File: src/tcsm_pkg.sv
// ----------------------------------------------------------------------------
// tcsm_pkg
// Types, codes and helpers shared by the TCP connection control block.
// ----------------------------------------------------------------------------
`default_nettype none

package tcsm_pkg;

  localparam int unsigned MaxResults = 45;
  localparam int unsigned CtlSlots   = 3;

  localparam logic [7:0] FlagFin = 8'h01;
  localparam logic [7:0] FlagSyn = 8'h02;
  localparam logic [7:0] FlagRst = 8'h04;
  localparam logic [7:0] FlagPsh = 8'h08;
  localparam logic [7:0] FlagAck = 8'h10;

  localparam logic [19:0] WaitMax = 20'hFFFFF;

  typedef enum logic [2:0] {
    KIND_SEGMENT = 3'd0,
    KIND_LISTEN  = 3'd1,
    KIND_CONNECT = 3'd2,
    KIND_CLOSE   = 3'd3,
    KIND_SEND    = 3'd4,
    KIND_TICK    = 3'd5
  } kind_e;

  typedef enum logic [3:0] {
    PH_CLOSED     = 4'd0,
    PH_LISTEN     = 4'd1,
    PH_SYN_SENT   = 4'd2,
    PH_SYN_RCVD   = 4'd3,
    PH_ESTAB      = 4'd4,
    PH_FW1        = 4'd5,
    PH_FW2        = 4'd6,
    PH_CLOSE_WAIT = 4'd7,
    PH_LAST_ACK   = 4'd8,
    PH_TIME_WAIT  = 4'd9
  } phase_e;

  typedef enum logic [1:0] {
    ACT_TRANSMIT = 2'd0,
    ACT_DELIVER  = 2'd1,
    ACT_STATUS   = 2'd2
  } action_e;

  typedef enum logic [1:0] {
    CFG_ISS      = 2'd0,
    CFG_LOCALWIN = 2'd1,
    CFG_TW_TICKS = 2'd2
  } cfg_idx_e;

  typedef enum logic [1:0] {
    CS_IDLE,
    CS_EXEC,
    CS_EMIT
  } ctl_state_e;

  typedef struct packed {
    logic [1:0]  action;
    logic [7:0]  flags;
    logic [31:0] seq;
    logic [31:0] ack;
    logic [15:0] win;
    logic [15:0] len;
  } ctl_item_t;

  typedef struct packed {
    logic load;
    logic exec;
    logic advance;
  } dp_cmd_t;

  typedef struct packed {
    logic last_word;
  } dp_status_t;

  function automatic logic serial_lt(input logic [31:0] a, input logic [31:0] b);
    logic [31:0] d;
    d = b - a;
    return (d != 32'd0) && !d[31];
  endfunction

endpackage

`default_nettype wire

File: src/tcsm_if.sv
// ----------------------------------------------------------------------------
// tcsm_in_if / tcsm_out_if
// Valid/ready channels for event words in and result words out.
// ----------------------------------------------------------------------------
`default_nettype none

interface tcsm_in_if;
  logic        valid;
  logic        ready;
  logic [2:0]  kind;
  logic [7:0]  seg_flags;
  logic [31:0] seg_seq;
  logic [31:0] seg_ack;
  logic [15:0] seg_window;
  logic [15:0] data_len;
  modport source (output valid, kind, seg_flags, seg_seq, seg_ack, seg_window, data_len,
                  input ready);
  modport sink (input valid, kind, seg_flags, seg_seq, seg_ack, seg_window, data_len,
                output ready);
endinterface

interface tcsm_out_if;
  logic        valid;
  logic        ready;
  logic [1:0]  action;
  logic [7:0]  tx_flags;
  logic [31:0] tx_seq;
  logic [31:0] tx_ack;
  logic [15:0] tx_window;
  logic [15:0] item_len;
  logic [15:0] data_offset;
  logic [15:0] accepted_len;
  logic [3:0]  conn_state;
  logic        last;
  modport source (output valid, action, tx_flags, tx_seq, tx_ack, tx_window, item_len,
                  data_offset, accepted_len, conn_state, last, input ready);
  modport sink (input valid, action, tx_flags, tx_seq, tx_ack, tx_window, item_len,
                data_offset, accepted_len, conn_state, last, output ready);
endinterface

`default_nettype wire

File: src/tcsm_ctrl.sv
// ----------------------------------------------------------------------------
// tcsm_ctrl
// Sequencer: accept one event word, evaluate it, then drain its results.
// ----------------------------------------------------------------------------
`default_nettype none

module tcsm_ctrl (
  input  wire logic                clk_i,
  input  wire logic                rst_ni,
  input  wire logic                in_valid_i,
  output logic                     in_ready_o,
  output logic                     out_valid_o,
  input  wire logic                out_ready_i,
  input  wire tcsm_pkg::dp_status_t status_i,
  output tcsm_pkg::dp_cmd_t        cmd_o
);
  import tcsm_pkg::*;

  ctl_state_e state_q, state_d;

  always_ff @(posedge clk_i or negedge rst_ni) begin
    if (!rst_ni) begin
      state_q <= CS_IDLE;
    end else begin
      state_q <= state_d;
    end
  end

  always_comb begin
    state_d     = state_q;
    in_ready_o  = 1'b0;
    out_valid_o = 1'b0;
    cmd_o       = '0;
    case (state_q)
      CS_IDLE: begin
        in_ready_o = 1'b1;
        if (in_valid_i) begin
          cmd_o.load = 1'b1;
          state_d    = CS_EXEC;
        end
      end
      CS_EXEC: begin
        cmd_o.exec = 1'b1;
        state_d    = CS_EMIT;
      end
      CS_EMIT: begin
        out_valid_o = 1'b1;
        if (out_ready_i) begin
          cmd_o.advance = 1'b1;
          if (status_i.last_word) state_d = CS_IDLE;
        end
      end
      default: state_d = CS_IDLE;
    endcase
  end

endmodule

`default_nettype wire

File: src/tcsm_dp.sv
// ----------------------------------------------------------------------------
// tcsm_dp
// Connection variables, event evaluation and result word generation.
// ----------------------------------------------------------------------------
`default_nettype none

module tcsm_dp #(
  parameter int unsigned MAX_SEGMENT = 1460
) (
  input  wire logic                 clk_i,
  input  wire logic                 rst_ni,
  input  wire logic                 cfg_we_i,
  input  wire logic [1:0]           cfg_idx_i,
  input  wire logic [31:0]          cfg_data_i,
  input  wire tcsm_pkg::dp_cmd_t    cmd_i,
  output tcsm_pkg::dp_status_t      status_o,
  input  wire logic [2:0]           kind_i,
  input  wire logic [7:0]           seg_flags_i,
  input  wire logic [31:0]          seg_seq_i,
  input  wire logic [31:0]          seg_ack_i,
  input  wire logic [15:0]          seg_window_i,
  input  wire logic [15:0]          data_len_i,
  output logic [1:0]                action_o,
  output logic [7:0]                tx_flags_o,
  output logic [31:0]               tx_seq_o,
  output logic [31:0]               tx_ack_o,
  output logic [15:0]               tx_window_o,
  output logic [15:0]               item_len_o,
  output logic [15:0]               data_offset_o,
  output logic [15:0]               accepted_len_o,
  output logic [3:0]                conn_state_o,
  output logic                      last_o
);
  import tcsm_pkg::*;

  localparam logic [31:0] SendCap = 32'(MaxResults * MAX_SEGMENT);
  localparam logic [15:0] Mss     = 16'(MAX_SEGMENT);

  // configuration
  logic [31:0] iss_q;
  logic [15:0] lwin_q;
  logic [19:0] tw_ticks_q;

  // connection variables
  phase_e      phase_q, phase_d;
  logic [31:0] una_q, una_d, nxt_q, nxt_d, rnxt_q, rnxt_d;
  logic [15:0] pwin_q, pwin_d;
  logic [19:0] welap_q, welap_d;

  // latched event word
  logic [2:0]  kind_q;
  logic [7:0]  flags_q;
  logic [31:0] seq_q, ack_q;
  logic [15:0] win_q, len_q;

  // pending results
  ctl_item_t   items_q [CtlSlots];
  ctl_item_t   items_d [CtlSlots];
  logic [1:0]  cnt_q, cnt_d, idx_q;
  logic        send_mode_q;
  logic [15:0] total_d, accepted_q, rem_q, off_q;
  logic [31:0] sseq_q;

  logic [31:0] inflight, seq_end;
  logic [15:0] space, n_cur;
  logic        ack_ok;

  always_ff @(posedge clk_i or negedge rst_ni) begin
    if (!rst_ni) begin
      iss_q      <= '0;
      lwin_q     <= 16'hFFFF;
      tw_ticks_q <= 20'd60000;
    end else if (cfg_we_i) begin
      case (cfg_idx_i)
        CFG_ISS:      iss_q      <= cfg_data_i;
        CFG_LOCALWIN: lwin_q     <= cfg_data_i[15:0];
        CFG_TW_TICKS: tw_ticks_q <= cfg_data_i[19:0];
        default: ;
      endcase
    end
  end

  always_comb begin
    phase_d = phase_q;
    una_d   = una_q;
    nxt_d   = nxt_q;
    rnxt_d  = rnxt_q;
    pwin_d  = pwin_q;
    welap_d = welap_q;
    cnt_d   = 2'd0;
    total_d = '0;
    for (int i = 0; i < CtlSlots; i++) items_d[i] = '0;
    inflight = nxt_q - una_q;
    space    = ({16'd0, pwin_q} > inflight) ? 16'(32'(pwin_q) - inflight) : 16'd0;
    seq_end  = seq_q + 32'(len_q);
    ack_ok   = serial_lt(una_q, ack_q) && !serial_lt(nxt_q, ack_q);
    case (kind_q)
      KIND_SEGMENT: begin
        case (phase_q)
          PH_CLOSED: begin
            if (!flags_q[2]) begin
              items_d[0] = '{ACT_TRANSMIT, FlagRst | FlagAck,
                             flags_q[4] ? ack_q : 32'd0, seq_q + 32'd1, 16'd0, 16'd0};
              cnt_d = 2'd1;
            end
          end
          PH_LISTEN: begin
            if (!flags_q[2] && flags_q[1]) begin
              rnxt_d  = seq_q + 32'd1;
              pwin_d  = win_q;
              una_d   = iss_q;
              nxt_d   = iss_q + 32'd1;
              phase_d = PH_SYN_RCVD;
              items_d[0] = '{ACT_TRANSMIT, FlagSyn | FlagAck, iss_q, seq_q + 32'd1,
                             lwin_q, 16'd0};
              cnt_d = 2'd1;
            end
          end
          PH_SYN_SENT: begin
            if (flags_q[2]) begin
              phase_d = PH_CLOSED;
            end else if (flags_q[1]) begin
              rnxt_d = seq_q + 32'd1;
              pwin_d = win_q;
              if (flags_q[4]) begin
                if (ack_ok) begin
                  una_d   = ack_q;
                  phase_d = PH_ESTAB;
                  items_d[0] = '{ACT_TRANSMIT, FlagAck, nxt_q, seq_q + 32'd1,
                                 lwin_q, 16'd0};
                  cnt_d = 2'd1;
                end
              end else begin
                phase_d = PH_SYN_RCVD;
                items_d[0] = '{ACT_TRANSMIT, FlagSyn | FlagAck, iss_q, seq_q + 32'd1,
                               lwin_q, 16'd0};
                cnt_d = 2'd1;
              end
            end
          end
          PH_SYN_RCVD: begin
            if (flags_q[2]) begin
              phase_d = PH_CLOSED;
            end else if (flags_q[4] && ack_ok) begin
              una_d   = ack_q;
              phase_d = PH_ESTAB;
            end
          end
          PH_ESTAB, PH_FW1, PH_FW2: begin
            if (flags_q[2]) begin
              phase_d = PH_CLOSED;
            end else begin
              if (flags_q[4]) begin
                if (ack_ok) una_d = ack_q;
                pwin_d = win_q;
              end
              if (len_q != 16'd0 && seq_q == rnxt_q) begin
                rnxt_d = rnxt_q + 32'(len_q);
                items_d[0] = '{ACT_DELIVER, 8'd0, 32'd0, 32'd0, 16'd0, len_q};
                items_d[1] = '{ACT_TRANSMIT, FlagAck, nxt_q, rnxt_d, lwin_q, 16'd0};
                cnt_d = 2'd2;
              end
              if (flags_q[0] && seq_end == rnxt_d) begin
                rnxt_d = rnxt_d + 32'd1;
                items_d[cnt_d] = '{ACT_TRANSMIT, FlagAck, nxt_q, rnxt_d, lwin_q, 16'd0};
                cnt_d = cnt_d + 2'd1;
                if (phase_q == PH_ESTAB) begin
                  phase_d = PH_CLOSE_WAIT;
                end else begin
                  phase_d = PH_TIME_WAIT;
                  welap_d = '0;
                end
              end else if (phase_q == PH_FW1 && una_d == nxt_q) begin
                phase_d = PH_FW2;
              end
            end
          end
          PH_CLOSE_WAIT: begin
            if (flags_q[2]) begin
              phase_d = PH_CLOSED;
            end else if (flags_q[4] && ack_ok) begin
              una_d = ack_q;
            end
          end
          PH_LAST_ACK: begin
            if (flags_q[4] && ack_ok) begin
              una_d   = ack_q;
              phase_d = PH_CLOSED;
            end
          end
          PH_TIME_WAIT: begin
            if (flags_q[0]) begin
              items_d[0] = '{ACT_TRANSMIT, FlagAck, nxt_q, rnxt_q, lwin_q, 16'd0};
              cnt_d   = 2'd1;
              welap_d = '0;
            end
          end
          default: phase_d = PH_CLOSED;
        endcase
      end
      KIND_LISTEN: phase_d = PH_LISTEN;
      KIND_CONNECT: begin
        una_d   = iss_q;
        nxt_d   = iss_q + 32'd1;
        phase_d = PH_SYN_SENT;
        items_d[0] = '{ACT_TRANSMIT, FlagSyn, iss_q, 32'd0, lwin_q, 16'd0};
        cnt_d = 2'd1;
      end
      KIND_CLOSE: begin
        if (phase_q == PH_ESTAB || phase_q == PH_CLOSE_WAIT) begin
          nxt_d   = nxt_q + 32'd1;
          phase_d = (phase_q == PH_ESTAB) ? PH_FW1 : PH_LAST_ACK;
          items_d[0] = '{ACT_TRANSMIT, FlagFin | FlagAck, nxt_q, rnxt_q, lwin_q, 16'd0};
          cnt_d = 2'd1;
        end
      end
      KIND_SEND: begin
        if (phase_q == PH_ESTAB && len_q != 16'd0) begin
          total_d = (len_q < space) ? len_q : space;
          if (32'(total_d) > SendCap) total_d = SendCap[15:0];
          nxt_d = nxt_q + 32'(total_d);
        end
      end
      KIND_TICK: begin
        if (phase_q == PH_TIME_WAIT) begin
          if (welap_q < WaitMax) welap_d = welap_q + 20'd1;
          if (welap_d >= tw_ticks_q) phase_d = PH_CLOSED;
        end
      end
      default: ;
    endcase
    if (cnt_d == 2'd0 && total_d == 16'd0) begin
      items_d[0] = '{ACT_STATUS, 8'd0, 32'd0, 32'd0, 16'd0, 16'd0};
      cnt_d = 2'd1;
    end
  end

  always_ff @(posedge clk_i or negedge rst_ni) begin
    if (!rst_ni) begin
      phase_q     <= PH_CLOSED;
      una_q       <= '0;
      nxt_q       <= '0;
      rnxt_q      <= '0;
      pwin_q      <= '0;
      welap_q     <= '0;
      cnt_q       <= '0;
      idx_q       <= '0;
      send_mode_q <= 1'b0;
    end else if (cmd_i.exec) begin
      phase_q     <= phase_d;
      una_q       <= una_d;
      nxt_q       <= nxt_d;
      rnxt_q      <= rnxt_d;
      pwin_q      <= pwin_d;
      welap_q     <= welap_d;
      cnt_q       <= cnt_d;
      idx_q       <= '0;
      send_mode_q <= (total_d != 16'd0);
    end else if (cmd_i.advance) begin
      idx_q <= idx_q + 2'd1;
    end
  end

  always_ff @(posedge clk_i) begin
    if (cmd_i.load) begin
      kind_q  <= kind_i;
      flags_q <= seg_flags_i;
      seq_q   <= seg_seq_i;
      ack_q   <= seg_ack_i;
      win_q   <= seg_window_i;
      len_q   <= data_len_i;
    end
    if (cmd_i.exec) begin
      items_q    <= items_d;
      accepted_q <= total_d;
      rem_q      <= total_d;
      off_q      <= '0;
      sseq_q     <= nxt_q;
    end else if (cmd_i.advance && send_mode_q) begin
      rem_q  <= rem_q - n_cur;
      off_q  <= off_q + n_cur;
      sseq_q <= sseq_q + 32'(n_cur);
    end
  end

  assign n_cur = (rem_q > Mss) ? Mss : rem_q;

  always_comb begin
    if (send_mode_q) begin
      action_o      = ACT_TRANSMIT;
      tx_flags_o    = FlagAck | FlagPsh;
      tx_seq_o      = sseq_q;
      tx_ack_o      = rnxt_q;
      tx_window_o   = lwin_q;
      item_len_o    = n_cur;
      data_offset_o = off_q;
      last_o        = (rem_q <= Mss);
    end else begin
      action_o      = items_q[idx_q].action;
      tx_flags_o    = items_q[idx_q].flags;
      tx_seq_o      = items_q[idx_q].seq;
      tx_ack_o      = items_q[idx_q].ack;
      tx_window_o   = items_q[idx_q].win;
      item_len_o    = items_q[idx_q].len;
      data_offset_o = 16'd0;
      last_o        = (idx_q == cnt_q - 2'd1);
    end
  end

  assign accepted_len_o     = accepted_q;
  assign conn_state_o       = phase_q;
  assign status_o.last_word = last_o;

endmodule

`default_nettype wire

File: src/tcp_connection_state_machine_unit.sv
// Event word accepted, evaluated the next cycle, first result word valid the cycle after.
// R results per event word (1..3 for control, up to 45 for send); all drain before the next.
// Sends yield one descriptor per cycle from the segmenting counter while out_ready is high.
// Reset (rst_ni low, async): phase closed, sequence variables zero, config to defaults.
// ----------------------------------------------------------------------------
// tcp_connection_state_machine_unit
// One TCP connection's control block: sequencer plus connection datapath.
// ----------------------------------------------------------------------------
`default_nettype none

module tcp_connection_state_machine_unit #(
  parameter int unsigned MAX_SEGMENT = 1460
) (
  input  wire logic        clk_i,
  input  wire logic        rst_ni,
  input  wire logic        cfg_we_i,
  input  wire logic [1:0]  cfg_idx_i,
  input  wire logic [31:0] cfg_data_i,
  tcsm_in_if.sink          in_if,
  tcsm_out_if.source       out_if
);
  import tcsm_pkg::*;

  dp_cmd_t    cmd;
  dp_status_t status;

  tcsm_ctrl u_ctrl (
    .clk_i       (clk_i),
    .rst_ni      (rst_ni),
    .in_valid_i  (in_if.valid),
    .in_ready_o  (in_if.ready),
    .out_valid_o (out_if.valid),
    .out_ready_i (out_if.ready),
    .status_i    (status),
    .cmd_o       (cmd)
  );

  tcsm_dp #(.MAX_SEGMENT(MAX_SEGMENT)) u_dp (
    .clk_i          (clk_i),
    .rst_ni         (rst_ni),
    .cfg_we_i       (cfg_we_i),
    .cfg_idx_i      (cfg_idx_i),
    .cfg_data_i     (cfg_data_i),
    .cmd_i          (cmd),
    .status_o       (status),
    .kind_i         (in_if.kind),
    .seg_flags_i    (in_if.seg_flags),
    .seg_seq_i      (in_if.seg_seq),
    .seg_ack_i      (in_if.seg_ack),
    .seg_window_i   (in_if.seg_window),
    .data_len_i     (in_if.data_len),
    .action_o       (out_if.action),
    .tx_flags_o     (out_if.tx_flags),
    .tx_seq_o       (out_if.tx_seq),
    .tx_ack_o       (out_if.tx_ack),
    .tx_window_o    (out_if.tx_window),
    .item_len_o     (out_if.item_len),
    .data_offset_o  (out_if.data_offset),
    .accepted_len_o (out_if.accepted_len),
    .conn_state_o   (out_if.conn_state),
    .last_o         (out_if.last)
  );

endmodule

`default_nettype wire

File: src/flat_wrapper.sv
// flat-port wrapper written by rule: the top's interface ports become plain ports
module tcp_connection_state_machine_unit_flat import tcsm_pkg::*;
#(
  parameter int unsigned MAX_SEGMENT = 1460
)
  (clk_i, rst_ni, cfg_we_i, cfg_idx_i, cfg_data_i, in_if_valid, in_if_kind, in_if_seg_flags, in_if_seg_seq, in_if_seg_ack, in_if_seg_window, in_if_data_len, in_if_ready, out_if_valid, out_if_action, out_if_tx_flags, out_if_tx_seq, out_if_tx_ack, out_if_tx_window, out_if_item_len, out_if_data_offset, out_if_accepted_len, out_if_conn_state, out_if_last, out_if_ready);
  tcsm_in_if in_if_i ();
  tcsm_out_if out_if_i ();
  input  wire logic clk_i;
  input  wire logic rst_ni;
  input  wire logic cfg_we_i;
  input  wire logic [1:0] cfg_idx_i;
  input  wire logic [31:0] cfg_data_i;
  input wire logic [$bits(in_if_i.valid)-1:0] in_if_valid;
  input wire logic [$bits(in_if_i.kind)-1:0] in_if_kind;
  input wire logic [$bits(in_if_i.seg_flags)-1:0] in_if_seg_flags;
  input wire logic [$bits(in_if_i.seg_seq)-1:0] in_if_seg_seq;
  input wire logic [$bits(in_if_i.seg_ack)-1:0] in_if_seg_ack;
  input wire logic [$bits(in_if_i.seg_window)-1:0] in_if_seg_window;
  input wire logic [$bits(in_if_i.data_len)-1:0] in_if_data_len;
  output wire logic [$bits(in_if_i.ready)-1:0] in_if_ready;
  output wire logic [$bits(out_if_i.valid)-1:0] out_if_valid;
  output wire logic [$bits(out_if_i.action)-1:0] out_if_action;
  output wire logic [$bits(out_if_i.tx_flags)-1:0] out_if_tx_flags;
  output wire logic [$bits(out_if_i.tx_seq)-1:0] out_if_tx_seq;
  output wire logic [$bits(out_if_i.tx_ack)-1:0] out_if_tx_ack;
  output wire logic [$bits(out_if_i.tx_window)-1:0] out_if_tx_window;
  output wire logic [$bits(out_if_i.item_len)-1:0] out_if_item_len;
  output wire logic [$bits(out_if_i.data_offset)-1:0] out_if_data_offset;
  output wire logic [$bits(out_if_i.accepted_len)-1:0] out_if_accepted_len;
  output wire logic [$bits(out_if_i.conn_state)-1:0] out_if_conn_state;
  output wire logic [$bits(out_if_i.last)-1:0] out_if_last;
  input wire logic [$bits(out_if_i.ready)-1:0] out_if_ready;
  assign in_if_i.valid = in_if_valid;
  assign in_if_i.kind = in_if_kind;
  assign in_if_i.seg_flags = in_if_seg_flags;
  assign in_if_i.seg_seq = in_if_seg_seq;
  assign in_if_i.seg_ack = in_if_seg_ack;
  assign in_if_i.seg_window = in_if_seg_window;
  assign in_if_i.data_len = in_if_data_len;
  assign in_if_ready = in_if_i.ready;
  assign out_if_valid = out_if_i.valid;
  assign out_if_action = out_if_i.action;
  assign out_if_tx_flags = out_if_i.tx_flags;
  assign out_if_tx_seq = out_if_i.tx_seq;
  assign out_if_tx_ack = out_if_i.tx_ack;
  assign out_if_tx_window = out_if_i.tx_window;
  assign out_if_item_len = out_if_i.item_len;
  assign out_if_data_offset = out_if_i.data_offset;
  assign out_if_accepted_len = out_if_i.accepted_len;
  assign out_if_conn_state = out_if_i.conn_state;
  assign out_if_last = out_if_i.last;
  assign out_if_i.ready = out_if_ready;
  tcp_connection_state_machine_unit #(.MAX_SEGMENT(MAX_SEGMENT)) u_core (.clk_i(clk_i), .rst_ni(rst_ni), .cfg_we_i(cfg_we_i), .cfg_idx_i(cfg_idx_i), .cfg_data_i(cfg_data_i), .in_if(in_if_i), .out_if(out_if_i));
endmodule
File: config.mk
export PLATFORM = sky130hd
export DESIGN_NAME = tcp_connection_state_machine_unit_flat
export DESIGN_NICKNAME = d
export VERILOG_FILES = /design/src/tcsm_pkg.sv /design/src/tcsm_if.sv /design/src/tcsm_ctrl.sv /design/src/tcsm_dp.sv /design/src/tcp_connection_state_machine_unit.sv /design/src/flat_wrapper.sv
export SDC_FILE = /design/constraint.sdc
export NUM_CORES = 2
export LEC_CHECK = 0
export BUFFER_PORTS_ARGS = -buffer_cell sky130_fd_sc_hd__buf_2
export CAP_MARGIN = 20
export CORE_UTILIZATION = 42
export DETAILED_ROUTE_END_ITERATION = 10
export MAX_ROUTING_LAYER = met4
export PLACE_DENSITY = 0.59
export SLEW_MARGIN = 20
export SYNTH_ARGS = -nofsm -noshare
export SYNTH_HDL_FRONTEND = slang
export SYNTH_HIERARCHICAL = 1
export SYNTH_SLANG_ARGS = --single-unit
File: constraint.sdc
create_clock -name clk_i -period 39.5 [get_ports clk_i]
set_input_delay 0 -clock clk_i [delete_from_list [all_inputs] [get_ports clk_i]]
set_output_delay 0 -clock clk_i [all_outputs]
set_load 0.05 [all_outputs]
=== Word level (Yosys, flattened, before mapping) ===
Index checks and enable logic that the tools add are counted.

* Register bits after elaboration: 713
* Bits of input ports: 146
* Output and inout port bits: 145
* Logic and storage cells: 308

* Add/sub/neg operators: 18
* Order comparisons: 9
* Equal/unequal tests: 53
* Muxes and demuxes: 133
* Bitwise gates (word level): 5
* Reduce and logical (&&, ||, !) cells: 49

{| class="wikitable"
|+ Operators with widths
! kind !! number
|-
| two-way mux 32 bit || 29
|-
| two-way mux 101 bit || 8
|-
| two-way mux 212 bit || 3
|-
| two-way mux 318 bit || 2
|-
| one-hot mux 106 bit (5 select lines) || 1
|-
| bitwise mux 318 bit || 1
|-
| two-way mux 106 bit || 3
|-
| one-hot mux 106 bit (3 select lines) || 1
|-
| two-way mux 16 bit || 15
|-
| binary-select mux 106 bit (select 2 bit) || 1
|-
| demux 106 bit (select 2 bit) || 1
|-
| two-way mux 211 bit || 1
|-
| two-way mux 20 bit || 8
|-
| one-hot mux 32 bit (5 select lines) || 1
|-
| adder 32 x 1 -> 32 bit, second input constant || 4
|-
| adder 32 x 16 -> 32 bit || 4
|-
| one-hot mux 32 bit (4 select lines) || 1
|-
| equality test 32 bit || 3
|-
| one-hot mux 32 bit (3 select lines) || 1
|-
| subtractor 32 bit || 3
|-
| one-hot mux 20 bit (2 select lines) || 2
|-
| two-way mux 4 bit || 17
|-
| one-hot mux 32 bit (2 select lines) || 1
|-
| nonzero test 32 bit || 2
|-
| other kinds (61) || 154
|}

=== Longest topological paths before layout ===
* Word-level depth: 17
* Depth in mapped cells: 58
* Depth with buffers taken out: 56

=== Cells and area by module ===
The synthesis kept the hierarchy.

{| class="wikitable"
|+ By module, submodules not included
! module !! times used !! cells an instance !! area an instance (um^2) !! sequential area each (um^2)
|-
| tcsm_dp || 1 || 5077 || 46623.5 || 18521.5
|-
| tcsm_ctrl || 1 || 10 || 98.8 || 50.0
|}

=== Worst setup path after synthesis ===
No wires, ideal clock.

* Path type: reg-to-reg
* Start point: register u_core.u_ctrl.state_q[1]
* End point: register u_core.u_dp.rem_q[0], enable pin
* Library setup time: 0.413 ns
* Data arrival time: 15.158 ns
* Data required time: 39.087 ns
* Setup slack: 23.929 ns
* Cell stages (with the launch flop): 6
* Buffers on the path: 3
* Period minus slack after synthesis: 15.571 ns
* Cells stage by stage: dfrtp_1 > nor2b_1 > clkbuf_1 > clkbuf_1 > clkbuf_1 > nand2b_1

{| class="wikitable"
|+ RTL lines
! item !! line !! source
|-
| start: declaration || tcsm_ctrl.sv:19 || <nowiki>ctl_state_e state_q, state_d;</nowiki>
|-
| start signal: assignment || tcsm_ctrl.sv:25 || <nowiki>state_q <= state_d;</nowiki>
|-
| end signal: assignment || tcsm_dp.sv:276 || <nowiki>rem_q <= total_d;</nowiki>
|-
| end signal: assignment || tcsm_dp.sv:280 || <nowiki>rem_q <= rem_q - n_cur;</nowiki>
|-
| end: declaration || tcsm_dp.sv:61 || <nowiki>logic [15:0] total_d, accepted_q, rem_q, off_q;</nowiki>
|}

=== Worst setup path in the final report ===
* Start point: register u_core.u_dp.nxt_q[0]
* End point: register u_core.u_dp.nxt_q[29]

* Cells in the longest elaborated chain, start to end: 8
* Elaborated cells on any way between the ends: 11
* Those cells by class: add/sub: 4; order compare: 2; mux: 5

{| class="wikitable"
|+ RTL lines
! item !! line !! source
|-
| start: declaration || tcsm_dp.sv:46 || <nowiki>logic [31:0] una_q, una_d, nxt_q, nxt_d, rnxt_q, rnxt_d;</nowiki>
|-
| start signal: assignment || tcsm_dp.sv:252 || <nowiki>nxt_q <= nxt_d;</nowiki>
|-
| subtractor 32 bit || tcsm_dp.sv:93 || <nowiki>inflight = nxt_q - una_q;</nowiki>
|-
| greater-than comparator 16 x 32 -> 1 bit or subtractor 16 bit (tied branches) || tcsm_dp.sv:94 || <nowiki>space = ({16'd0, pwin_q} > inflight) ? 16'(32'(pwin_q) - inflight) : 16'd0;</nowiki>
|-
| two-way mux 16 bit || tcsm_dp.sv:94 ||
|-
| < comparator 16 bit || tcsm_dp.sv:219 || <nowiki>total_d = (len_q < space) ? len_q : space;</nowiki>
|-
| two-way mux 16 bit || tcsm_dp.sv:219 ||
|-
| adder 32 x 16 -> 32 bit || tcsm_dp.sv:221 || <nowiki>nxt_d = nxt_q + 32'(total_d);</nowiki>
|-
| two-way mux 32 bit || tcsm_dp.sv:218 || <nowiki>if (phase_q == PH_ESTAB && len_q != 16'd0) begin</nowiki>
|-
| one-hot mux 32 bit (4 select lines) (*) || tcsm_dp.sv:97 || <nowiki>case (kind_q)</nowiki>
|}

Every way passes the cells marked *; elsewhere a longest branch is shown, timed or not. The select of a mux whose other input is x is not followed.
A chain may end at the register's enable or synchronous reset.

==> flow_summary.json <==
{
  "die_h_um": 335.5,
  "setup-tns-final_ns": 0,
  "fin_ws_ns": 25.77,
  "antenna_found_initial": 5,
  "critical_path.max_fanout": 30,
  "start_util_pct": 42.63,
  "drt_iter0_drc": 5069,
  "synth_top_area_cell": "edfxtp_1",
  "fillerInstances": 10369,
  "syn2layout_area_growth_pct": 15.04,
  "cap_violations": 0,
  "peakVddDrop_v": 0.00004574,
  "dp_slack_ns": 26.25,
  "fp-row-count": 121,
  "worstSetupPathType": "register to register",
  "cp_num_buf_inv": 4,
  "overflow": 0,
  "fin_nets": 5795,
  "place_congestion": 1.010,
  "postSynth.asyncResetShare_pct": 32.07,
  "most-common-layout-cells": "nor2_1, edfxtp_1, nand2_1",
  "p_per_area_mw_per_mm2": 77.08,
  "cp_slowest_stage_delay_ns": 0.88,
  "cp_data_arrival_time_ns": 14.19,
  "ios": 291,
  "crit_top_cell": "a21oi_1",
  "period_share_pct": 34.75,
  "yosysWarnings": 6,
  "ctsResizeCount": 0,
  "postRouteAntennaNets": 0,
  "worstMarginPinSlew_ns": 1.195,
  "cpLargestDelayFamily": "compound AO/OA/AOI/OAI gates",
  "cts_buffers": 78,
  "dieWidth_um": 335.5,
  "syn_inst": 5087,
  "yosys_register_bits": 658,
  "layout-drive-gt1-share_pct": 12.67,
  "dpl.hpwl_mm": 131.1,
  "dr.pass1.iters": 10,
  "placed_area_mm2": 0.04962,
  "post_drt_via_cell_ratio": 6.099,
  "synth_area_mm2": 0.04672,
  "yosysSeqAreaShare_pct": 39.75,
  "slew-limit-headroom_pct": 20.03,
  "max_freq_mhz": 72.85,
  "clkLatencyLatePin_ns": 0.68,
  "rsz0062_at_grt": "false",
  "clock_path_buffers": 3,
  "via_count": 42421,
  "worstPathRequired_ns": 39.96,
  "io_buffers": 283,
  "fin_worst_skew_ns": 0.03001,
  "wl_per_cell_um": 25.75,
  "drt-total-wl_mm": 179.1,
  "slew_violations": 0,
  "power.leakage_uw": 0.02122,
  "clockRootBuffer": "clkbuf_16",
  "netlist-cell-type-count": 101,
  "drcViolationCount": 0,
  "clk_pin_slew_ns": 0.07,
  "fin_util_pct": 49.04,
  "grt_pass1_vias": 39478,
  "cts_tree": "yes",
  "synth.top_cell.area_share_pct": 27.70,
  "numClockSinks": 658,
  "coreArea_mm2": 0.1096,
  "postSynthAreaPerCell_um2": 9.185,
  "synth_area_leaders": "edfxtp_1, dfrtp_1, ha_1, nor2_1, xnor2_1",
  "startpoint_type": "register",
  "synth-main-ff-cell": "edfxtp_1",
  "die-area_mm2": 0.1126,
  "cts_htree_levels": 3,
  "synth_edf_count": 431,
  "end_kind": "register",
  "outcome": "finished clean",
  "final_area_mm2": 0.05375,
  "slowest_stage": "o32ai_4",
  "grt_max_degree": 89,
  "finalSetupViolCount": 0,
  "power_uw": 4143,
  "hold_class": "primary input to register",
  "hold_viol": 0,
  "grt_pass1_wl_mm": 262.8,
  "grt_usage_pct": 32.07,
  "finalCriticalPeriod_ns": 13.73,
  "final_common_cell": "nor2_1"
}
==> worst register-to-register path, delay by kind of cell, from the launching register on <==
kind | cells | cell delay [ns]
compound gates | 26 | 6.87
xor+xnor | 1 | 0.10
fa+ha+maj | 5 | 1.65
buf+inv | 4 | 0.90
flops | 1 | 0.59
simple gates | 17 | 3.40
==> cell usage after synthesis (16+ instances only) <==
| library cell | instances |
|---|---|
| nand4_1 | 63 |
| a21o_1 | 84 |
| and3_1 | 57 |
| dfstp_2 | 23 |
| mux2_2 | 93 |
| o21ai_0 | 249 |
| nand2_1 | 412 |
| dfxtp_1 | 16 |
| a22o_1 | 41 |
| o21bai_1 | 28 |
| or4_1 | 19 |
| inv_1 | 266 |
| nor4_1 | 42 |
| xor2_1 | 161 |
| nor2_1 | 561 |
| ha_1 | 228 |
| o21ai_1 | 30 |
| o21a_1 | 36 |
| edfxtp_1 | 431 |
| nor2b_1 | 32 |
| a31oi_1 | 37 |
| a211oi_1 | 130 |
| or3_1 | 36 |
| nand2b_1 | 41 |
| o31ai_4 | 30 |
| dfrtp_1 | 188 |
| and2_1 | 74 |
| clkbuf_1 | 242 |
| buf_2 | 20 |
| a221o_1 | 19 |
| o22ai_1 | 69 |
| nand3_1 | 116 |
| a21oi_1 | 370 |
| o31ai_1 | 32 |
| o211ai_1 | 43 |
| buf_1 | 22 |
| mux2i_1 | 114 |
| xnor2_1 | 240 |
| a222oi_1 | 36 |
| nor3_1 | 101 |
==> timing repair <==
item	in CTS	in global routing
endpoints found under the hold margin	244	4
setup buffers	0	0
hold buffers	158	2
==> sequential cells by signal (all words and copies together) (netlist names), 20 cells and up <==
name	flops
u_core/u_dp/welap_q	20
u_core/u_dp/items_q	264
u_core/u_dp/seq_q	32
u_core/u_dp/tw_ticks_q	20
u_core/u_dp/una_q	32
u_core/u_dp/sseq_q	32
u_core/u_dp/nxt_q	32
u_core/u_dp/rnxt_q	32
u_core/u_dp/iss_q	32
u_core/u_dp/ack_q	32
==> logic make-up after synthesis <==
| logic type | after synthesis | share of synthesized area (%) |
|---|---|---|
| AO/OA/AOI/OAI | 1394 | 20.46 |
| XOR/XNOR | 401 | 7.517 |
| adder cells (fa/ha/maj) | 237 | 6.491 |
| buffers and inverters | 565 | 4.729 |
| flip-flops | 658 | 39.75 |
| multiplexers | 210 | 4.756 |
| other | 2 | 0.01607 |
| AND/OR/NAND/NOR | 1620 | 16.28 |
==> stage by stage <==
| step | hold slack (ns) | cells |
|---|---|---|
| 2_1_floorplan | -0.2956 | 5098 |
| 3_3_place_gp | 0.01578 | 6646 |
| 3_5_place_dp | 0.01688 | 6647 |
| 4_1_cts | 0.0009987 | 6950 |
| 5_1_grt | 0.01998 | 6954 |
| 6_report | 0.03676 | 6955 |
==> worst paths after layout <==
path                                       from                         to  slack [ns]  depth (start not counted)
max in group asynchronous                rst_ni  u_core/u_dp/tw_ticks_q[1]       37.51                          5
hold / removal               in_if_data_len[12]      u_core/u_dp/len_q[12]        0.04                          2
setup reg to reg           u_core/u_dp/nxt_q[0]      u_core/u_dp/nxt_q[29]       25.77                         53
setup / recovery           u_core/u_dp/nxt_q[0]      u_core/u_dp/nxt_q[29]       25.77                         53
hold reg to reg            u_core/u_dp/win_q[5]      u_core/u_dp/pwin_q[5]        0.47                          1
min in group asynchronous                rst_ni       u_core/u_dp/idx_q[0]        0.52                          4
==> report_power, final <==
part           internal [uW]  switching, uW  leakage [uW]
registers                919            198       0.00691
logic                    753           1560        0.0131
clock network            400            314       0.00121
total                   2070           2070        0.0212
==> per-layer routing <==
| metal | GRT usage [%] | wire [um] | vias to the layer above |
|---|---|---|---|
| met1 | 44.92 | 79210 | 20756 |
| li1 | - | - | 19269 |
| met3 | 5.613 | 16750 | 309 |
| met5 | - | 0 | - |
| met2 | 47.10 | 77660 | 2087 |
| met4 | 9.492 | 5438 | 0 |
==> cell type report <==
| type | instances | area, um2 | area share, % |
|---|---|---|---|
| diodes | 2 | 5.005 | 0.009311 |
| clock buffers | 106 | 2160 | 4.018 |
| clock inverters | 39 | 327.8 | 0.6099 |
| inverters | 269 | 1010 | 1.878 |
| multi-input cells | 3875 | 26110 | 48.58 |
| flip-flops and latches | 658 | 18580 | 34.57 |
| well taps | 1476 | 1847 | 3.436 |
| repair buffers | 530 | 3710 | 6.902 |
Note: power is estimated with default switching activity, not from simulation.
